===== src/ssl_ram.sv =====
// Generic simple dual-port RAM with one write port and a registered read port.
module ssl_ram #(
  parameter int unsigned WIDTH = 64,
  parameter int unsigned DEPTH = 64
) (
  input  logic                     clk,
  input  logic                     we,
  input  logic [$clog2(DEPTH)-1:0] waddr,
  input  logic [WIDTH-1:0]         wdata,
  input  logic [$clog2(DEPTH)-1:0] raddr,
  output logic [WIDTH-1:0]         rdata
);

  logic [WIDTH-1:0] mem [DEPTH];

  always_ff @(posedge clk) begin
    if (we) begin
      mem[waddr] <= wdata;
    end
    rdata <= mem[raddr];
  end

endmodule


===== config.mk =====
export PLATFORM = sky130hd
export DESIGN_NAME = ssl_ram
export DESIGN_NICKNAME = d
export VERILOG_FILES = /design/src/ssl_ram.sv
export SDC_FILE = /design/constraint.sdc
export NUM_CORES = 2
export LEC_CHECK = 0
export BUFFER_PORTS_ARGS = -buffer_cell sky130_fd_sc_hd__clkbuf_2
export CORE_ASPECT_RATIO = 0.5
export CORE_UTILIZATION = 49
export CTS_CLUSTER_DIAMETER = 40
export DETAILED_ROUTE_END_ITERATION = 12
export PLACE_DENSITY = 0.75
export SLEW_MARGIN = 0
export SYNTH_ARGS = -nofsm -noshare
export SYNTH_HDL_FRONTEND = slang
export SYNTH_SLANG_ARGS = --single-unit

===== constraint.sdc =====
create_clock -name clk -period 6.5 [get_ports clk]
set_clock_uncertainty 0.15 [all_clocks]
set_input_delay 0.325 -clock clk [delete_from_list [all_inputs] [get_ports clk]]
set_output_delay 0.325 -clock clk [all_outputs]
set_load 0.005 [all_outputs]

; ---- Yosys cells after proc, flatten, opt, wreduce, memory -nomap -nowiden
; Memories as Yosys holds them, arrays and structs flattened. A register that Yosys moved wholly into a read port is not among the register bits.
; Cells that the tools add are included.
[word_totals]
inputBits = 78
out_inout_bits = 64
register_bits = 0
ramBits = 4096
memories = 1
[op_classes]
muxes = 2
[memory_table]
columns = memory, depth, width, read_ports, rd_ports_with_merged_regs, write_ports, line_no
row1 = mem, 64, 64, 1, 1, 1, 14  ; logic [WIDTH-1:0] mem [DEPTH];
[op_table]
columns = cell, count
row1 = $mux W1, 2

; ---- Logic depth before layout (Yosys ltp)
[logic_depth]
ltp_word = 2
depth_mapped = 9
ltp_nobuf = 5

; ---- Worst setup path after synthesis
; No wires, ideal clock.
[synth_path]
path_type = input to register
from = in waddr[3]
to = mem mem[48][0], enable pin
n_path_buf = 1
path_stages = 4
setup_time_ns = 0.564
path_slack_ns = 0.589
arrival_time_ns = 5.197
path_cell_list = clkbuf_1 -> nor2b_1 -> nand4b_1 -> nor3_1
[synth_lines]
columns = item, line_no
row1 = start: declaration, 8  ; input logic [$clog2(DEPTH)-1:0] waddr,
row2 = end: declaration, 14
; Straight into the memory's write port.

==> results.json <==
{
  "rsz0062_at_grt": "false",
  "drt_iter0_drc": 12625,
  "cts_sinks": 4160,
  "grt_overflow": 0,
  "fmax_mhz": 307,
  "startpoint_type": "input pin",
  "path_common_cell": "buf_12",
  "power_density_nw_per_um2": 317,
  "clk_path_buf_depth": 4,
  "pin_count": 142,
  "coreArea_sq_um": 317000,
  "slowest_delay_ns": 0.75,
  "grt_antenna_before_repair": 39,
  "cts_tree": "yes",
  "dieHeight_um": 401,
  "crit_required_ns": 7.08,
  "numPortBuffers": 141,
  "dp_hpwl_um": 220000,
  "layout-drive-gt1-share_pct": 28.7,
  "groute.usage.overall_pct": 25.9,
  "nNetsFinal": 7082,
  "grt_pass1_wl_um": 589000,
  "max-slew-margin-rel_pct": 10.5,
  "finalCritPeriodShare_pct": 50.1,
  "synth_seq_cells": 4160,
  "start_util_pct": 49.3,
  "worst_pin_slew_ns": 1.34,
  "grt_max_degree": 97,
  "cts_buffers": 393,
  "slowest_stage": "buf_4",
  "ir_drop_uv": 242,
  "crit_path_end_kind": "flip-flop",
  "wl_um": 422000,
  "maxCapViolCount": 0,
  "hold_class": "input pin to flip-flop",
  "power_leakage_nw": 55.0,
  "dieArea_sq_um": 321000,
  "area_growth_pct": 13.1,
  "report.final.setup_viol": 0,
  "yosysWarnings": 0,
  "yosys.cell_types.count": 33,
  "path_cells": "buf_12 > buf_12 > buf_4 > mux4_2 > mux2i_1 > o22ai_1 > a31oi_1 > a211oi_1",
  "cts_resized": 0,
  "syn_nets": 6676,
  "netlist_instances": 6598,
  "status": "finished, final reports clean",
  "syn_area_sq_um": 156000,
  "post-route-min-period_ns": 3.26,
  "htreeDepth": 5,
  "power_mw": 56.1,
  "path_max_fanout": 74,
  "critical_path_class": "input pin to flip-flop",
  "num_vias": 77709,
  "root_buffer": "clkbuf_16",
  "ant_nets": 0,
  "tns_ns": 0,
  "syn_area_per_cell_sq_um": 23.7,
  "insertion_delay_ns": 0.90,
  "drc": 0,
  "die_w_um": 801,
  "slew_viol_final": 0,
  "hold_viol": 0,
  "vias_per_cell": 6.71,
  "grt_pass1_vias": 77569,
  "drt-wirelength-per-cell_um": 36.4,
  "final_util_pct": 55.8,
  "clk_pin_slew_ns": 0.07,
  "place_congestion": 0.804,
  "row_count": 146,
  "cp.arrival_ns": 3.84,
  "yosysSeqAreaShare_pct": 79.5,
  "firstDrtPassIters": 6
}
-- final timing paths --
| kind | depth (start not counted) | to | from | slack, ns |
|---|---|---|---|---|
| hold reg to reg | 4 | rdata[46]$_DFF_P_ | mem[43][46]$_DFFE_PP_ | 0.71 |
| setup reg to reg | 4 | rdata[16]$_DFF_P_ | mem[59][16]$_DFFE_PP_ | 4.18 |
| setup / recovery | 8 | rdata[49]$_DFF_P_ | raddr[0] | 3.24 |
| hold / removal | 3 | mem[48][17]$_DFFE_PP_ | waddr[1] | 0.10 |
-- worst max-delay path: cells and delay by family --
family | cells | cell delay [ns]
compound gates | 3 | 0.77
buf+inv | 3 | 1.71
mux | 2 | 0.80
-- report_power, final --
group	internal (mW)	total, mW	switching [mW]	leakage, nW
clock	13.6	23.7	10.1	6.42
combinational	0.929	2.52	1.59	11.1
sequential	29.7	29.9	0.168	37.4
-- state kept, by name (all words and copies together) (netlist names) --
name	count
rdata	64
mem	4096
-- logic make-up (layout without fill, tap and decap cells) --
kind of cell           count (synthesis)  in the layout  synth area share, %
AND/OR/NAND/NOR                      386            386                 1.24
multiplexers                        1159           1159                 15.6
flip-flops                          4160           4160                 79.5
other                                  0             23                    0
AO/OA/AOI/OAI                        504            504                 2.48
buffers and inverters                389           1126                 1.18
-- synthesized netlist by cell type --
cell / count / area [sq um]
edfxtp_1: 4096 / 123000
mux4_2: 1024 / 23100
buf_2: 170 / 851
a22oi_1: 168 / 1260
clkbuf_1: 140 / 526
mux2i_1: 135 / 1350
nor2_1: 112 / 420
a22o_1: 88 / 771
o22ai_1: 83 / 519
and3_1: 64 / 400
dfxtp_1: 64 / 1280
a211oi_1: 63 / 473
nand2_1: 58 / 218
nand3_1: 45 / 225
o221ai_1: 38 / 333
buf_4: 34 / 255
or3_1: 29 / 181
nor2b_1: 28 / 175
or2_2: 28 / 175
a41oi_1: 26 / 228
buf_1: 20 / 75.1
a2bb2oi_1: 19 / 166
inv_1: 19 / 71.3
a31oi_1: 18 / 113
nand2b_1: 11 / 68.8
buf_6: 6 / 67.6
and2_1: 3 / 18.8
nand3b_1: 2 / 15.0
nand4_1: 2 / 12.5
nor3_1: 2 / 10.0
a31o_1: 1 / 8.76
nand4b_1: 1 / 8.76
or3b_2: 1 / 8.76
-- area by class of cell --
type / count / area (sq um)
fill: 21869 / 140000
sequential: 4160 / 124000
multi-input combinational: 2049 / 30800
clock buffer: 491 / 10700
tap: 4218 / 5280
timing repair buffer: 381 / 3050
clock inverter: 235 / 2630
inverter: 19 / 71.3
antenna: 23 / 57.6
-- through the flow --
stage	hold slack [ns]	cell area (sq um)	setup slack, ns	instances
after floorplan	0.274	156000	0.589	6598
after global placement	0.584	163000	2.46	10804
after detailed placement	0.590	163000	2.42	10804
after CTS	0.0442	177000	3.27	11553
after global routing	0.0745	177000	3.01	11559
final	0.102	177000	3.24	11576
-- layer usage --
metal	up-vias	wire (um)	track usage, %
met5	-	214	0
met4	32	16800	9.64
met3	927	56800	6.33
met2	6138	197000	40.1
met1	41272	151000	36.1
li1	29340	-	-
-- cell usage in the layout, fill, tap and decap left out, types with 33 or more instances in the layout --
| master | count |
|---|---|
| a211oi_1 | 63 |
| nor2_4 | 65 |
| clkinv_1 | 46 |
| buf_4 | 181 |
| nand3_1 | 45 |
| and3_1 | 64 |
| o221ai_1 | 38 |
| edfxtp_1 | 4096 |
| clkbuf_2 | 138 |
| clkinv_2 | 46 |
| clkinvlp_4 | 33 |
| nand2_1 | 54 |
| bufinv_16 | 45 |
| dfxtp_1 | 64 |
| mux2i_1 | 135 |
| clkbuf_1 | 65 |
| a22oi_1 | 168 |
| buf_12 | 37 |
| nor2_1 | 47 |
| o22ai_1 | 83 |
| a22o_1 | 88 |
| mux4_2 | 1024 |
| clkbuf_16 | 406 |
-- repair_timing --
item,in CTS,in global routing
hold endpoints to repair,1447,0
hold buffers,23,0
setup buffers,0,0
endpoints found under the setup margin,0,0
No activity file was read; power rests on OpenSTA's default activity.
